### src/rtl/core/sepblur_pkg.sv
// Shared constants, item type and kernel function of the separable seven-tap blur.
package sepblur_pkg;

	localparam int MaxWidth  = 8192;
	localparam int Taps      = 7;
	localparam int ColW      = $clog2(MaxWidth);
	localparam int CfgWidthW = 14;
	localparam int CfgHeightW = 16;
	localparam int WinW      = 8 * (Taps - 1);
	localparam int FifoDepth = 4;
	localparam int FifoPtrW  = $clog2(FifoDepth);

	localparam logic [0:0] RegWidth  = 1'b0;
	localparam logic [0:0] RegHeight = 1'b1;

	localparam logic [15:0] KernEdge  = 16'd2;
	localparam logic [15:0] KernOuter = 16'd15;
	localparam logic [15:0] KernInner = 16'd62;
	localparam logic [15:0] KernMid   = 16'd98;

	typedef struct packed {
		logic has_col;
		logic emit;
		logic row_end;
		logic frame_end;
	} item_flags_t;

	typedef struct packed {
		logic [7:0]      pixel;
		logic [WinW-1:0] window;
		logic [ColW-1:0] col;
		item_flags_t     flags;
	} item_t;

	// Six packed bytes, byte 0 the oldest, and the newest byte through the kernel.
	function automatic logic [7:0] fir7(input logic [WinW-1:0] six, input logic [7:0] newest);
		logic [15:0] sum;
		sum = KernEdge  * {8'd0, six[7:0]}
		    + KernOuter * {8'd0, six[15:8]}
		    + KernInner * {8'd0, six[23:16]}
		    + KernMid   * {8'd0, six[31:24]}
		    + KernInner * {8'd0, six[39:32]}
		    + KernOuter * {8'd0, six[47:40]}
		    + KernEdge  * {8'd0, newest};
		return sum[15:8];
	endfunction

endpackage

### src/rtl/core/sepblur_front.sv
// Front end: accepts pixels, tracks column and row, keeps the row window, classifies items.
module sepblur_front (
	input  logic                                clk,
	input  logic                                arst_n,
	input  logic                                pix_valid,
	output logic                                pix_stall,
	input  logic [7:0]                          pixel_in,
	input  logic [sepblur_pkg::CfgWidthW-1:0]   image_width,
	input  logic [sepblur_pkg::CfgHeightW-1:0]  image_height,
	input  logic                                restart,
	input  logic                                q_full,
	output logic                                q_push,
	output sepblur_pkg::item_t                  q_item
);

	logic [sepblur_pkg::ColW-1:0]       col_q;
	logic [sepblur_pkg::CfgHeightW-1:0] row_q;
	logic [sepblur_pkg::WinW-1:0]       window_q;
	logic [sepblur_pkg::ColW-1:0]       col_last;
	logic [sepblur_pkg::CfgHeightW-1:0] row_last;
	logic                               at_row_end;
	logic                               at_frame_end;

	// Widths and heights below the kernel act as the kernel length; widths above the line store clamp.
	always_comb begin
		priority if (image_width < sepblur_pkg::CfgWidthW'(sepblur_pkg::Taps)) begin
			col_last = sepblur_pkg::ColW'(sepblur_pkg::Taps - 1);
		end else if (image_width > sepblur_pkg::CfgWidthW'(sepblur_pkg::MaxWidth)) begin
			col_last = sepblur_pkg::ColW'(sepblur_pkg::MaxWidth - 1);
		end else begin
			col_last = sepblur_pkg::ColW'(image_width - sepblur_pkg::CfgWidthW'(1));
		end
		if (image_height < sepblur_pkg::CfgHeightW'(sepblur_pkg::Taps)) begin
			row_last = sepblur_pkg::CfgHeightW'(sepblur_pkg::Taps - 1);
		end else begin
			row_last = image_height - sepblur_pkg::CfgHeightW'(1);
		end
	end

	assign pix_stall    = q_full;
	assign q_push       = pix_valid && !q_full;
	assign at_row_end   = (col_q == col_last);
	assign at_frame_end = at_row_end && (row_q == row_last);

	always_comb begin
		q_item.pixel           = pixel_in;
		q_item.window          = window_q;
		q_item.col             = col_q - sepblur_pkg::ColW'(sepblur_pkg::Taps - 1);
		q_item.flags.has_col   = (col_q >= sepblur_pkg::ColW'(sepblur_pkg::Taps - 1));
		q_item.flags.emit      = q_item.flags.has_col
		                         && (row_q >= sepblur_pkg::CfgHeightW'(sepblur_pkg::Taps - 1));
		q_item.flags.row_end   = at_row_end;
		q_item.flags.frame_end = at_frame_end;
	end

	always_ff @(posedge clk or negedge arst_n) begin
		if (!arst_n) begin
			col_q    <= '0;
			row_q    <= '0;
			window_q <= '0;
		end else if (restart) begin
			col_q    <= '0;
			row_q    <= '0;
			window_q <= '0;
		end else if (q_push) begin
			window_q <= {pixel_in, window_q[sepblur_pkg::WinW-1:8]};
			if (at_row_end) begin
				col_q <= '0;
				row_q <= at_frame_end ? '0 : row_q + sepblur_pkg::CfgHeightW'(1);
			end else begin
				col_q <= col_q + sepblur_pkg::ColW'(1);
			end
		end
	end

endmodule

### config.mk
export PLATFORM = sky130hd
export DESIGN_NAME = sepblur_front
export DESIGN_NICKNAME = d
export VERILOG_FILES = /design/src/rtl/core/sepblur_pkg.sv /design/src/rtl/core/sepblur_front.sv
export SDC_FILE = /design/constraint.sdc
export NUM_CORES = 1
export LEC_CHECK = 0
export BUFFER_PORTS_ARGS = -buffer_cell sky130_fd_sc_hd__clkbuf_2
export CAP_MARGIN = 20
export CORE_MARGIN = 1
export CORE_UTILIZATION = 25
export CTS_BUF_LIST = sky130_fd_sc_hd__clkbuf_8
export DETAILED_ROUTE_END_ITERATION = 10
export GPL_TIMING_DRIVEN = 1
export PLACE_DENSITY = 0.53
export SLEW_MARGIN = 30
export SYNTH_ARGS = -nofsm -noshare
export SYNTH_HDL_FRONTEND = slang
export SYNTH_SLANG_ARGS = --single-unit
### constraint.sdc
create_clock -name clk -period 4.1 [get_ports clk]
set_clock_uncertainty 0.1 [all_clocks]
set_input_delay 0.615 -clock clk [delete_from_list [all_inputs] [get_ports clk]]
set_output_delay 0.615 -clock clk [all_outputs]
set_load 0.02 [all_outputs]
---- Word-level counts from Yosys, hierarchy flattened ----
Index checks and enable logic that the tools add are counted.
word-level totals
  flip-flop bits (word level) ............. 77
  word-level logic and storage cells ...... 34
  input port bits ......................... 43
  output and inout bits ................... 75
cells by class
  reduce and logical (&&, ||, !) cells .... 7
  eq/ne operators ......................... 2
  muxes and demuxes ....................... 12
  order comparisons ....................... 5
  add/sub/neg operators ................... 5
operator list
  cell                   number
  $mux 48                2
  $mux 16                5
  $mux 13                5
  $add 16x1->16 const B  1
  $eq 16x16->1           1
  $ge 16x3->1 const B    1
  $lt 16x3->1 const B    1
  $sub 16x1->16 const B  1
  $gt 14x14->1 const B   1
  $lt 14x3->1 const B    1
  $add 13x1->13 const B  1
  $eq 13x13->1           1
  $ge 13x3->1 const B    1
  $sub 13x1->13 const B  1
  $sub 13x3->13 const B  1
  $reduce_bool 2->1      2
  $logic_and 1x1->1      3
  $reduce_and 2->1       1
  $logic_not 1->1        1

---- Longest topological paths before layout ----
  depth after elaboration ................. 9
  depth in mapped cells ................... 14
  mapped depth without buffers ............ 11

---- Least setup slack after synthesis ----
No wires, ideal clock.
  kind .................................... input to output
  from .................................... in image_width[4] (netlist name)
  to ...................................... out q_item[0] (netlist name)
  path slack .............................. -0.312 ns
  buffers on the path ..................... 4
  data required time ...................... 3.385 ns
  arrival time ............................ 3.697 ns
  cell stages on the path ................. 13
  cells stage by stage .................... clkbuf_1 -> or4_1 -> buf_2 -> or4_1 -> xnor2_1 -> or4_1 -> a31oi_1 -> o21ai_1 -> nor4_4 -> buf_4 -> inv_1 -> nor2_1 -> buf_4
on the way
  cells in the longest elaborated chain, start to end .. 5
  elaborated cells between the ends (all ways) .. 7
  classes of those cells .................. 1 x add/sub; 2 x order compare; 1 x eq/ne; 2 x mux; 1 x reduce/logical
ends and longest elaborated chain
  element                                        line                                      source
  start: declaration                             sepblur_front.sv:8                        input logic [sepblur_pkg::CfgWidthW-1:0] image_width,
  $sub 13x1->13 or $gt 14x14->1 (tied branches)  sepblur_front.sv:31, sepblur_front.sv:28
  $mux 13                                        sepblur_front.sv:28                       end else if (image_width > sepblur_pkg::CfgWidthW'(sepblur_pkg::MaxWidth)) begin
  $mux 13 (*)                                    sepblur_front.sv:26                       priority if (image_width < sepblur_pkg::CfgWidthW'(sepblur_pkg::Taps)) begin
  $eq 13x13->1 (*)                               sepblur_front.sv:42                       assign at_row_end = (col_q == col_last);
  via at_row_end                                 sepblur_front.sv:21                       logic at_row_end;
  $logic_and 1x1->1 (*)                          sepblur_front.sv:43                       assign at_frame_end = at_row_end && (row_q == row_last);
  end: declaration                               sepblur_front.sv:13                       output sepblur_pkg::item_t q_item
The timed path passes the listed nets; every way through them passes the cells marked *.

==> flow_metrics.tcl <==
set metrics [dict create \
    status "finished, final reports clean" \
    routed.top_layer "met4" \
    yosysTopAreaCell "dfrtp_1" \
    slew_violations 0 \
    die_y_um 149 \
    drv_cap 0 \
    rr_worst_depth 11 \
    final_cell_mix "nand2_1, clkbuf_2, dfrtp_1, a21oi_1, buf_4" \
    power_frac_seq 0.495 \
    grt_usage 0.145 \
    clk_latency_ns 0.37 \
    avgViaCountPerCell 4.90 \
    m1WireLength_um 7510 \
    p_int_mw 1.08 \
    ys_types 67 \
    slew_headroom 0.525 \
    htreeDepth 3 \
    antenna_cells 0 \
    period_share 0.997 \
    worst_pin_slew_ns 0.713 \
    cts_tree "done" \
    hold_viol_final 0 \
    cts_buffer_depth 2 \
    hold_path_class "in -> async" \
    combPwrFrac 0.163 \
    powerDensity_mw_per_mm2 229 \
    overflow 0 \
    root_buffer "clkbuf_8" \
    antenna_found_initial 0 \
    place_inst 1063 \
    gp_congestion 0.831 \
    drt_first_iter_violations 244 \
    cts.sinks 77 \
    synth_fp_nets 737 \
    synth-main-ff-cell "dfrtp_1" \
    dr.pass1.iters 5 \
    ioPinCount 118 \
    swShare 0.304 \
    clk_pin_slew_ns 0.08 \
    syn_area_mm2 0.00540 \
    nNetsFinal 857 \
    async_flop_share 1.00 \
    rsz0062_at_grt "true" \
    clockPowerShare 0.342 \
    p_switching_mw 0.474 \
    critPathKind "in -> out" \
    finalSetupViolations 0 \
    layout_min_cycle_time_ns 4.09 \
    dp_hpwl_um 11300 \
    postCtsHoldBufs 0 \
    cp_data_required_time_ns 3.38 \
    finalWorstSetupSlack_ns 0.0112 \
    dr_wl_met3_um 1010 \
    postRouteAntennaNets 0 \
    fp.coreArea_mm2 0.0211 \
    grt_max_degree 78 \
    peakVddDrop_mv 0.252 \
    ys_ff_latch 77 \
    yosysWarningCount 0 \
    drt-total-wl_um 15900 \
    cellLeakagePower_nw 2.87 \
    initial_core_util 0.256 \
    synth_top_area_share 0.357 \
    clock.fmax_mhz 245 \
    avgSynthCellArea_um2 7.89 \
    port_buffers 117 \
    finalPower_mw 1.56 \
    synthTopCellsByArea "dfrtp_1, nand2_1, a21oi_1, xnor2_1, nor2_1" \
    row_count 53 \
    crit_path_start_kind "input port" \
    seq_area_frac_synth 0.357 \
    holdWs_ns 0.170 \
    grt_pass1_wl_um 25700 \
    drc_errors 0 \
    worstPathMaxFanout 4 \
    cp-end-kind "output port" \
    grt_pass1_vias 5080 \
    wl_met2_um 7240 \
    dr_total_vias 5317 \
    synth_edf_count 0 \
    dp_slack_ns -0.117 \
    fill_cells 2312 \
    routedWlPerCell_um 14.6 \
    dieWidth_um 149 \
    critPathArrivalTime_ns 3.37 \
    numCtsBuffers 9 \
    drive_gt1_frac 0.269 \
    fin_cells 1084 \
    placement.cell_area_mm2 0.00644 \
    syn_to_final_growth_pct 26.0 \
    syn_inst 684 \
    die_area_mm2 0.0222 \
    mostFrequentLayoutCell "nand2_1" \
    stdcell_area_mm2 0.00680 \
]
[routing by layer]
metal / vias to the layer above / track usage
li1: 2662 / -
met1: 2515 / 0.193
met2: 134 / 0.228
met3: 6 / 0.0492
met4: 0 / 0.0245
met5: - / 0
[cell usage after synthesis (all sizes together), types with 4 or more instances]
cell / number
nor2b: 4
a22oi: 10
nand2: 128
buf: 27
nor3: 17
xnor2: 25
a31oi: 10
a211oi: 5
nor4: 13
mux2i: 6
inv: 23
or2: 4
dfrtp: 77
o21ai: 19
a21boi: 5
and2: 7
or4: 13
or3: 9
a21oi: 67
o31ai: 14
o211ai: 5
nand3: 22
xor2: 16
clkbuf: 37
ha: 10
nand4: 21
nor2: 43
[state kept, by name, indices dropped and copies added, names as in the netlist]
signal	count
row_q	16
window_q	48
col_q	13
[worst paths after layout]
kind | slack (ns) | start | end
max reg2reg | 0.88 | col_q[1] | row_q[9]
max | 0.01 | image_width[6] | q_item[0]
min | 0.17 | arst_n | window_q[47]
max in group asynchronous | 3.24 | arst_n | row_q[0]
min reg2reg | 0.43 | window_q[4] | window_q[4]
min in group clk | 0.36 | pixel_in[5] | window_q[45]
[critical path, cell delays in order]
cell	delay, ns
clkbuf_2	0.09
or4_4	0.56
or4_4	0.52
xnor2_2	0.17
or4_4	0.53
a31oi_4	0.17
o21ai_2	0.10
nor4_4	0.19
inv_1	0.11
nor2_2	0.15
clkbuf_8	0.16
[final cells by class]
class                      count  area, µm²  area share
sequential                    77       1930       0.283
clock buffer                   9        124      0.0182
clock inverter                 7       50.0     0.00736
tap                          275        344      0.0506
multi-input combinational    519       3190       0.468
timing repair buffer         173       1070       0.158
inverter                      24        100      0.0147
[per-stage QoR]
step | utilization | TNS, ns
final | 0.323 | 0
after global routing | 0.323 | -0.123
after CTS | 0.318 | -0.133
after detailed placement | 0.306 | -0.337
after global placement | 0.305 | -0.127
after floorplan | - | -0.0935
[power by group through the flow]
stage          Clock (mW)  Combinational (mW)  Sequential, mW
2_1_floorplan           0               0.131           0.791
3_3_place_gp            0               0.243           0.786
3_5_place_dp            0               0.243           0.786
4_1_cts             0.560               0.249           0.771
5_1_grt             0.584               0.279           0.773
6_report            0.533               0.253           0.771
[cell families (layout without fill, tap and decap cells)]
group / count (synthesis) / in the layout / synth area share
AOI/OAI and AO/OA: 162 / 162 / 0.194
buffers and inverters: 88 / 213 / 0.0723
DFF: 77 / 77 / 0.357
muxes: 7 / 7 / 0.0132
xor gates and xnor gates: 42 / 42 / 0.0709
and+or+nand+nor: 298 / 298 / 0.270
adders and majority gates: 10 / 10 / 0.0232
[what timing repair did]
action	CTS	global route
gates resized for setup	14	22
buffers inserted	6	0
setup endpoints to repair	2	3
pin swaps	5	10
Power figures use the tool's default switching activity.
