`src/rtl/core/sepblur_pkg.sv`:
```
// Shared constants, item type and kernel function of the separable seven-tap blur.
package sepblur_pkg;

	localparam int MaxWidth  = 8192;
	localparam int Taps      = 7;
	localparam int ColW      = $clog2(MaxWidth);
	localparam int CfgWidthW = 14;
	localparam int CfgHeightW = 16;
	localparam int WinW      = 8 * (Taps - 1);
	localparam int FifoDepth = 4;
	localparam int FifoPtrW  = $clog2(FifoDepth);

	localparam logic [0:0] RegWidth  = 1'b0;
	localparam logic [0:0] RegHeight = 1'b1;

	localparam logic [15:0] KernEdge  = 16'd2;
	localparam logic [15:0] KernOuter = 16'd15;
	localparam logic [15:0] KernInner = 16'd62;
	localparam logic [15:0] KernMid   = 16'd98;

	typedef struct packed {
		logic has_col;
		logic emit;
		logic row_end;
		logic frame_end;
	} item_flags_t;

	typedef struct packed {
		logic [7:0]      pixel;
		logic [WinW-1:0] window;
		logic [ColW-1:0] col;
		item_flags_t     flags;
	} item_t;

	// Six packed bytes, byte 0 the oldest, and the newest byte through the kernel.
	function automatic logic [7:0] fir7(input logic [WinW-1:0] six, input logic [7:0] newest);
		logic [15:0] sum;
		sum = KernEdge  * {8'd0, six[7:0]}
		    + KernOuter * {8'd0, six[15:8]}
		    + KernInner * {8'd0, six[23:16]}
		    + KernMid   * {8'd0, six[31:24]}
		    + KernInner * {8'd0, six[39:32]}
		    + KernOuter * {8'd0, six[47:40]}
		    + KernEdge  * {8'd0, newest};
		return sum[15:8];
	endfunction

endpackage

```
`src/rtl/core/sepblur_fifo.sv`:
```
// Short item queue between the front end and the filter back end.
module sepblur_fifo (
	input  logic               clk,
	input  logic               arst_n,
	input  logic               push,
	input  sepblur_pkg::item_t push_item,
	output logic               full,
	input  logic               pop,
	output logic               empty,
	output sepblur_pkg::item_t pop_item
);

	sepblur_pkg::item_t                   slots_q [sepblur_pkg::FifoDepth];
	logic [sepblur_pkg::FifoPtrW-1:0]     wr_ptr_q;
	logic [sepblur_pkg::FifoPtrW-1:0]     rd_ptr_q;
	logic [sepblur_pkg::FifoPtrW:0]       count_q;

	assign full     = (count_q == (sepblur_pkg::FifoPtrW + 1)'(sepblur_pkg::FifoDepth));
	assign empty    = (count_q == '0);
	assign pop_item = slots_q[rd_ptr_q];

	always_ff @(posedge clk) begin
		if (push) begin
			slots_q[wr_ptr_q] <= push_item;
		end
	end

	always_ff @(posedge clk or negedge arst_n) begin
		if (!arst_n) begin
			wr_ptr_q <= '0;
			rd_ptr_q <= '0;
			count_q  <= '0;
		end else begin
			if (push) begin
				wr_ptr_q <= wr_ptr_q + sepblur_pkg::FifoPtrW'(1);
			end
			if (pop) begin
				rd_ptr_q <= rd_ptr_q + sepblur_pkg::FifoPtrW'(1);
			end
			unique case ({push, pop})
				2'b10:   count_q <= count_q + (sepblur_pkg::FifoPtrW + 1)'(1);
				2'b01:   count_q <= count_q - (sepblur_pkg::FifoPtrW + 1)'(1);
				default: count_q <= count_q;
			endcase
		end
	end

endmodule

```
`config.mk`:
```
export PLATFORM = sky130hd
export DESIGN_NAME = sepblur_fifo
export DESIGN_NICKNAME = d
export VERILOG_FILES = /design/src/rtl/core/sepblur_pkg.sv /design/src/rtl/core/sepblur_fifo.sv
export SDC_FILE = /design/constraint.sdc
export NUM_CORES = 1
export LEC_CHECK = 0
export ABC_CLOCK_PERIOD_IN_PS = 2700
export BUFFER_PORTS_ARGS = -buffer_cell sky130_fd_sc_hd__buf_2
export CELL_PAD_IN_SITES_DETAIL_PLACEMENT = 1
export CELL_PAD_IN_SITES_GLOBAL_PLACEMENT = 1
export CORE_ASPECT_RATIO = 1.25
export CORE_MARGIN = 3
export CORE_UTILIZATION = 35
export DETAILED_ROUTE_END_ITERATION = 8
export GPL_TIMING_DRIVEN = 0
export PLACE_DENSITY = 0.7
export SLEW_MARGIN = 20
export SYNTH_ARGS = -nofsm -noshare
export SYNTH_HDL_FRONTEND = slang
export SYNTH_SLANG_ARGS = --single-unit
```
`constraint.sdc`:
```
create_clock -name clk -period 2.7 [get_ports clk]
set_input_delay 0 -clock clk [delete_from_list [all_inputs] [get_ports clk]]
set_output_delay 0 -clock clk [all_outputs]
set_load 0.01 [all_outputs]
```
Word level (Yosys, flattened, before mapping) --
Memories as Yosys holds them, arrays and structs flattened. Cells that the tools add are included.
Storage, ports and cells: bits in registers 7, bits in writable memories 292, input port bits 77, output and inout port bits 75, logic and storage cells 16, memories kept 1
Memories:
- slots_q | words 4, bits a word 73, rd ports 1, clocked after Yosys merged registers in 0, write ports 1, RTL line sepblur_fifo.sv:13 | sepblur_pkg::item_t slots_q [sepblur_pkg::FifoDepth];
Cells by class: add/subtract/negate cells 4, equality and inequality tests 3, muxes and demuxes 3, reduce and logical (&&, ||, !) cells 2
Operators by type and width (count):
- 3-bit case mux with 2 select lines | 1
- 2-bit by 1-bit adder with 2-bit output, second input constant | 2
- 3-bit by 1-bit adder with 3-bit output, second input constant | 1
- 3-bit == test, second input constant | 1
- 3-bit logical NOT | 1
- 3-bit by 1-bit subtractor with 3-bit output, second input constant | 1
- 2-bit by 1-bit == test with 1-bit output, second input constant | 1
- 2-bit == test, second input constant | 1
- 1-bit two-way mux | 2
- 2-bit nonzero test | 1

Logic depth before layout (Yosys ltp) --
Gate-level depths: netlist of run 1.
depth after elaboration 2, mapped depth 7, depth with buffers taken out 7

Least setup slack after synthesis of run 1 --
No wires, ideal clock.
path type register -> register, start point register wr_ptr_q[0] (netlist name), end point memory slots_q[0][0] (netlist name), enable pin, library setup time 0.439 ns, data arrival time 2.327 ns, required time 2.261 ns, slack -0.066 ns, cell stages (with the launch flop) 4, path buffers 0, cell sequence dfrtp_1 inv_1 ha_1 and2_1
RTL lines:
- start, declared | RTL line sepblur_fifo.sv:14 | logic [sepblur_pkg::FifoPtrW-1:0] wr_ptr_q;
- start signal, assigned | RTL line sepblur_fifo.sv:35 | wr_ptr_q <= wr_ptr_q + sepblur_pkg::FifoPtrW'(1);
- end, declared | RTL line sepblur_fifo.sv:13
Straight into the memory's write port.

==> results.py, run 1 <==
metrics = {
    "status": {
        "outcome": "finished clean",
    },
    "floorplan": {
        "rows": 71,
        "die_h_um": 204,
        "ios": 152,
        "core_area_sq_um": 30500,
        "die_w_um": 164,
        "die-area_sq_um": 33400,
        "start_util": 0.359,
    },
    "pwr": {
        "power.total_mw": 14.3,
        "clkPwrFrac": 0.261,
        "internal_power_mw": 10.2,
        "switching_share": 0.285,
        "p_per_area_nw_per_um2": 1030,
        "power_switching_mw": 4.08,
        "vdd_ir_drop_max_mv": 0.562,
        "share_comb_of_total_power": 0.299,
        "leakage_nw": 4.81,
        "pwr-share-seq": 0.440,
    },
    "worst_setup_path": {
        "arrival_ns": 2.08,
        "worstPathMaxFanout": 10,
        "rr_startpoint": "wr_ptr_q[0]$_DFFE_PN0P_",
        "worst_r2r_path_depth": 4,
        "r2r_setup_slack_ns": 0.79,
        "rr_endpoint": "slots_q[2][60]$_DFFE_PP_",
        "cp-end-kind": "primary output",
        "crit_type": "reg2out",
        "cp.required_ns": 2.70,
        "critPathLaunchType": "flop",
    },
    "grt": {
        "grt_pass1_vias": 5990,
        "antenna_found_initial": 0,
        "grt_max_degree": 39,
        "grt_overflow": 0,
        "grt_pass1_wl_mm": 34.5,
        "grtUsageTotal": 0.134,
    },
    "cells_and_area": {
        "layout-drive-gt1-share": 0.405,
        "diodes": 0,
        "final_nets": 764,
        "areaGrowthSynthToFinish_pct": 27.4,
        "fillCellCount": 2804,
        "fin_area_sq_um": 13900,
        "stdcell_count": 1103,
    },
    "sta": {
        "post-route-period-util": 0.770,
        "period_needed_ns": 2.08,
        "finalSetupTns_ns": 0,
        "maxSlewViolCount": 0,
        "setup_viol": 0,
        "relSlewSlack": 0.577,
        "clock.fmax_mhz": 481,
        "fin_ws_ns": 0.620,
        "tightestPinTransition_ns": 0.635,
        "rsz0062_at_grt": "false",
        "hold_viol": 0,
        "worst_clock_skew_ns": 0.0158,
    },
    "yosys": {
        "synth_warnings": 0,
        "ys_types": 18,
        "synth_nets": 501,
        "syn_inst": 418,
        "ys_ff_latch": 299,
        "syn_avg_cell_area_sq_um": 26.1,
        "seq_area_frac_synth": 0.818,
        "syn_area_sq_um": 10900,
    },
    "clock_tree": {
        "cts_tree": "yes",
        "clk_pin_slew_ns": 0.06,
        "clk_latency_ns": 0.53,
        "post_cts_buffers": 0,
        "clk_path_buf_depth": 3,
        "numCtsBuffers": 29,
        "htree_levels": 1,
        "numClockSinks": 299,
        "clockRootBuffer": "clkbuf_16",
    },
    "route": {
        "first_pass_iters": 5,
        "drtIter0Drc": 268,
        "drc": 0,
        "routed_wl_mm": 22.1,
        "avgViaCountPerCell": 4.74,
        "vias": 5224,
        "ant_nets": 0,
        "wl_per_cell_um": 20.1,
    },
    "placed_design": {
        "dp.cells": 974,
        "post-place-ws_ns": 0.761,
        "port_buffers": 151,
        "dpl_cell_area_sq_um": 12300,
        "place_congestion": 0.708,
        "hpwl_mm": 13.9,
    },
    "worst_hold_path": {
        "min_to": "slots_q[2][21]$_DFFE_PP_",
        "hold_depth": 2,
        "hold_class": "in2reg",
        "min_from": "push_item[21]",
    },
    "flow_run": {
        "max-cap-violations": 0,
    },
}
placed cells by master, fill, tap and decap left out, drive strengths merged, types with 3 or more instances in the layout:
cell	Yosys	final
and2	4	4
buf	15	170
clkbuf	1	38
clkinv	0	11
dfrtp	7	7
dlygate4sd3	0	77
edfxtp	292	292
ha	5	5
inv	6	6
mux4	73	73
nand2	3	3
xor2	4	4
synth_stat cells:
cell type | number | area share
nand2_1 | 3 | 0.0010
dfrtp_1 | 7 | 0.016
and3_1 | 1 | 0.00057
clkbuf_1 | 1 | 0.00034
nor3_1 | 1 | 0.00046
buf_6 | 6 | 0.0062
xor2_1 | 4 | 0.0032
and2_1 | 4 | 0.0023
ha_1 | 5 | 0.0057
inv_1 | 6 | 0.0021
buf_4 | 2 | 0.0014
fa_1 | 1 | 0.0018
edfxtp_1 | 292 | 0.80
buf_2 | 7 | 0.0032
mux4_2 | 73 | 0.15
xnor2_1 | 2 | 0.0016
nor2_1 | 1 | 0.00034
o21ai_0 | 2 | 0.00092
what timing repair did:
action | CTS | global route
gates resized for setup | 0 | 0
endpoints found under the hold margin | 305 | 0
setup endpoints to repair | 0 | 0
hold buffers | 77 | 0
power by group through the flow:
| stage | Combinational [mW] | Sequential, mW | Clock [mW] |
|---|---|---|---|
| after floorplan | 2.70 | 6.32 | 0 |
| after CTS | 4.44 | 6.29 | 3.87 |
| after global placement | 4.14 | 6.38 | 0 |
| final | 4.28 | 6.29 | 3.73 |
| after detailed placement | 4.34 | 6.39 | 0 |
| after global routing | 4.69 | 6.36 | 4.06 |
how the worst max path moves through the flow:
stage	startpoint	end	slack, ns	depth (start not counted)
after floorplan	wr_ptr_q[0]$_DFFE_PN0P_	slots_q[3][0]$_DFFE_PP_	0.02	2
after global placement	wr_ptr_q[0]$_DFFE_PN0P_	slots_q[3][34]$_DFFE_PP_	-1.23	2
after detailed placement	wr_ptr_q[0]$_DFFE_PN0P_	slots_q[2][54]$_DFFE_PP_	0.76	4
after CTS	rd_ptr_q[0]$_DFFE_PN0P_	pop_item[48]	0.54	4
after global routing	rd_ptr_q[0]$_DFFE_PN0P_	pop_item[43]	0.48	4
final	rd_ptr_q[0]$_DFFE_PN0P_	pop_item[45]	0.62	4
state kept, by name (all words and copies together) (netlist names):
| register | count |
|---|---|
| slots_q | 292 |
| count_q | 3 |
| rd_ptr_q | 2 |
| wr_ptr_q | 2 |
per-stage QoR:
stage | hold WS (ns) | util
4_1_cts | 0.172 | 0.457
3_5_place_dp | -0.149 | 0.403
2_1_floorplan | -0.296 | -
3_3_place_gp | -0.156 | 0.400
6_report | 0.216 | 0.457
5_1_grt | 0.199 | 0.457
final cells by class:
class                      count  area (sq um)  area share
multi-input combinational     97          1850       0.133
clock inverter                15           121     0.00872
inverter                       6          22.5     0.00162
tap                          401           502      0.0360
buffer                        16           121     0.00872
clock buffer                  37           756      0.0543
timing repair buffer         232          1610       0.115
sequential                   299          8940       0.642
metal layers:
metal	share of wire	global-route usage	wire, um
met2	0.54	0.247	11900
met5	0	0	0
met4	0.023	0.0393	507
met1	0.39	0.162	8720
met3	0.045	0.0209	1000
cell families (layout without fill, tap and decap cells):
logic type / count (synthesis) / count (layout) / synth area share
XOR/XNOR: 6 / 6 / 0.00481
multiplexers: 73 / 73 / 0.150
adder cells (fa/ha/maj): 6 / 6 / 0.00756
AND/OR/NAND/NOR: 10 / 10 / 0.00469
AO/OA/AOI/OAI: 2 / 2 / 0.000916
flip-flops: 299 / 299 / 0.818
buffers and inverters: 22 / 306 / 0.0132
critical path, stage by stage, from the launching register on:
cell and delay (ns):
dfrtp_1 0.40, buf_6 0.23, buf_6 0.21, mux4_2 0.54
buf_2 0.16
Note: power is estimated with default switching activity, not from simulation.
==> inputs of run 2 (changes only) <==
ABC_CLOCK_PERIOD_IN_PS = 1700   (was 2700)
clock period = 1.7 ns   (was 2.7 ns; I/O delays follow)
==> run 2 against run 1 <==
Compared with the run above: the flow now finishes with violations (negative setup slack); count of clock-buffer cells in the layout fell by 2; flip-flop and latch count stayed put; highest routed layer unchanged; largest cell class unchanged; clock power rose by 75%; core utilization grew 2.5 points; via count rose by 3.0%; largest power group unchanged; global-route usage rose by 1.8 points; combinational power is 110% higher; register-to-register slack got worse by 0.73 ns; final area increased by 5.6%.
==> results.py, run 2 (synthesized netlist as in run 1, its figures left out) <==
metrics = {
    "status": {
        "outcome": "finished with violations",
        "violations": "negative setup slack",
    },
    "grt": {
        "grt_pass1_vias": 6284,
        "grt_pass1_wl_mm": 37.8,
        "grt_overflow": 0,
        "grt_max_degree": 38,
        "grtUsageTotal": 0.152,
        "antenna_found_initial": 0,
    },
    "worst_setup_path": {
        "critPathMaxStageDelay_ns": 0.54,
        "path_cells": "buf_12 -> buf_12 -> mux4_2 -> buf_6",
        "arrival_ns": 1.96,
        "worstPathMaxFanout": 9,
        "cp-end-kind": "primary output",
        "cpMostUsedCell": "buf_12",
        "critPathLaunchType": "flop",
        "worst_path_max_delay_cell": "mux4_2",
        "path_buf_inv": 3,
        "path_delay_family": "multiplexers",
        "cp.required_ns": 1.70,
        "crit_type": "reg2out",
    },
    "sta": {
        "post-route-period-util": 1.15,
        "worst_clock_skew_ns": 0.0181,
        "setup_viol": 73,
        "relSlewSlack": 0.593,
        "rsz0062_at_grt": "true",
        "hold_viol": 0,
        "maxSlewViolCount": 0,
        "fin_ws_ns": -0.262,
        "clock.fmax_mhz": 510,
        "period_needed_ns": 1.96,
        "tightestPinTransition_ns": 0.611,
    },
    "clock_tree": {
        "clk_pin_slew_ns": 0.06,
        "numClockSinks": 299,
        "clk_path_buf_depth": 3,
        "numCtsBuffers": 29,
        "htree_levels": 1,
        "clockRootBuffer": "clkbuf_16",
        "cts_tree": "yes",
        "clk_latency_ns": 0.55,
    },
    "worst_hold_path": {
        "hold_class": "in2reg",
    },
    "floorplan": {
        "start_util": 0.359,
        "die_h_um": 204,
        "die-area_sq_um": 33400,
        "rows": 71,
        "ios": 152,
        "core_area_sq_um": 30500,
        "die_w_um": 164,
    },
    "route": {
        "drtIter0Drc": 331,
        "wl_per_cell_um": 22.4,
        "ant_nets": 0,
        "routed_wl_mm": 25.3,
        "vias": 5382,
        "avgViaCountPerCell": 4.76,
        "first_pass_iters": 6,
        "drc": 0,
    },
    "placed_design": {
        "dp.cells": 970,
        "hpwl_mm": 13.2,
        "place_congestion": 0.671,
        "port_buffers": 151,
        "post-place-ws_ns": -0.408,
    },
    "pwr": {
        "vdd_ir_drop_max_mv": 0.940,
        "leakage_nw": 5.14,
        "power.total_mw": 25.4,
        "p_per_area_nw_per_um2": 1730,
    },
    "cells_and_area": {
        "final_nets": 789,
        "fillCellCount": 2779,
        "mostFrequentLayoutCells": "292 x edfxtp_1, 109 x buf_2, 77 x dlygate4sd3_1",
        "diodes": 0,
        "largest-register": "slots_q",
        "stdcell_count": 1130,
        "top_regs": "slots_q: 292 flops, count_q: 3 flops",
        "layout_commonest_cell": "edfxtp_1",
        "areaGrowthSynthToFinish_pct": 34.5,
        "largest_reg_flops": 292,
        "layout-drive-gt1-share": 0.433,
    },
    "flow_run": {
        "max-cap-violations": 0,
    },
}
-- run 2: what timing repair did --
action / in CTS / in global routing
endpoints found under the setup margin: 365 / 192
setup buffers: 4 / 11
hold endpoints to repair: 306 / 0
gates cloned: 11 / 3
hold buffers: 77 / 0
resized for setup: 73 / 15
-- run 2: metal layers --
metal | vias up | share of wire | track usage
li1 | 2375 | - | -
met1 | 2837 | 0.39 | 0.178
met2 | 136 | 0.55 | 0.286
met3 | 34 | 0.044 | 0.0268
met4 | 0 | 0.020 | 0.0381
met5 | - | 0 | 0
-- run 2: cell type report --
type / instances / area [sq um] / area share
clock buffer: 35 / 748 / 0.0509
buffer: 16 / 221 / 0.0151
clock inverter: 19 / 221 / 0.0151
multi-input combinational: 108 / 1950 / 0.133
sequential: 299 / 8940 / 0.608
tap: 401 / 502 / 0.0341
timing repair buffer: 246 / 2090 / 0.142
inverter: 6 / 22.5 / 0.00153
-- run 2: report_power, final --
part | internal [mW] | leakage (nW) | switching [mW]
logic | 4.66 | 1.90 | 4.19
registers | 9.64 | 2.76 | 0.351
clock network | 3.89 | 0.473 | 2.64
total | 18.2 | 5.14 | 7.18
-- run 2: worst paths after layout --
kind / endpoint / from / cells past startpoint / slack, ns
min reg2reg: count_q[2]$_DFFE_PN0P_ / count_q[2]$_DFFE_PN0P_ / 1 / 0.50
min: slots_q[1][24]$_DFFE_PP_ / push_item[24] / 2 / 0.20
min in group asynchronous: count_q[2]$_DFFE_PN0P_ / arst_n / 3 / 0.44
max in group asynchronous: rd_ptr_q[0]$_DFFE_PN0P_ / arst_n / 3 / 0.98
max reg2reg: slots_q[2][63]$_DFFE_PP_ / wr_ptr_q[0]$_DFFE_PN0P_ / 3 / 0.06
max: pop_item[68] / rd_ptr_q[0]$_DFFE_PN0P_ / 4 / -0.26
-- run 2: worst register-to-register path, stage by stage (launching register included) --
cell	delay (ns)
dfrtp_1	0.42
inv_1	0.10
ha_1	0.33
and2_4	0.44
-- run 2: stage by stage --
| stage | utilization | TNS, ns | hold WS (ns) | area, sq um |
|---|---|---|---|---|
| detailed placement | 0.400 | -98.40 | -0.152 | 12200 |
| CTS | 0.471 | -21.00 | 0.161 | 14400 |
| finish | 0.482 | -17.02 | 0.203 | 14700 |
| global placement | 0.400 | -69.20 | -0.157 | 12200 |
| floorplan | - | 0 | -0.296 | 10900 |
| global route | 0.482 | -23.03 | 0.191 | 14700 |
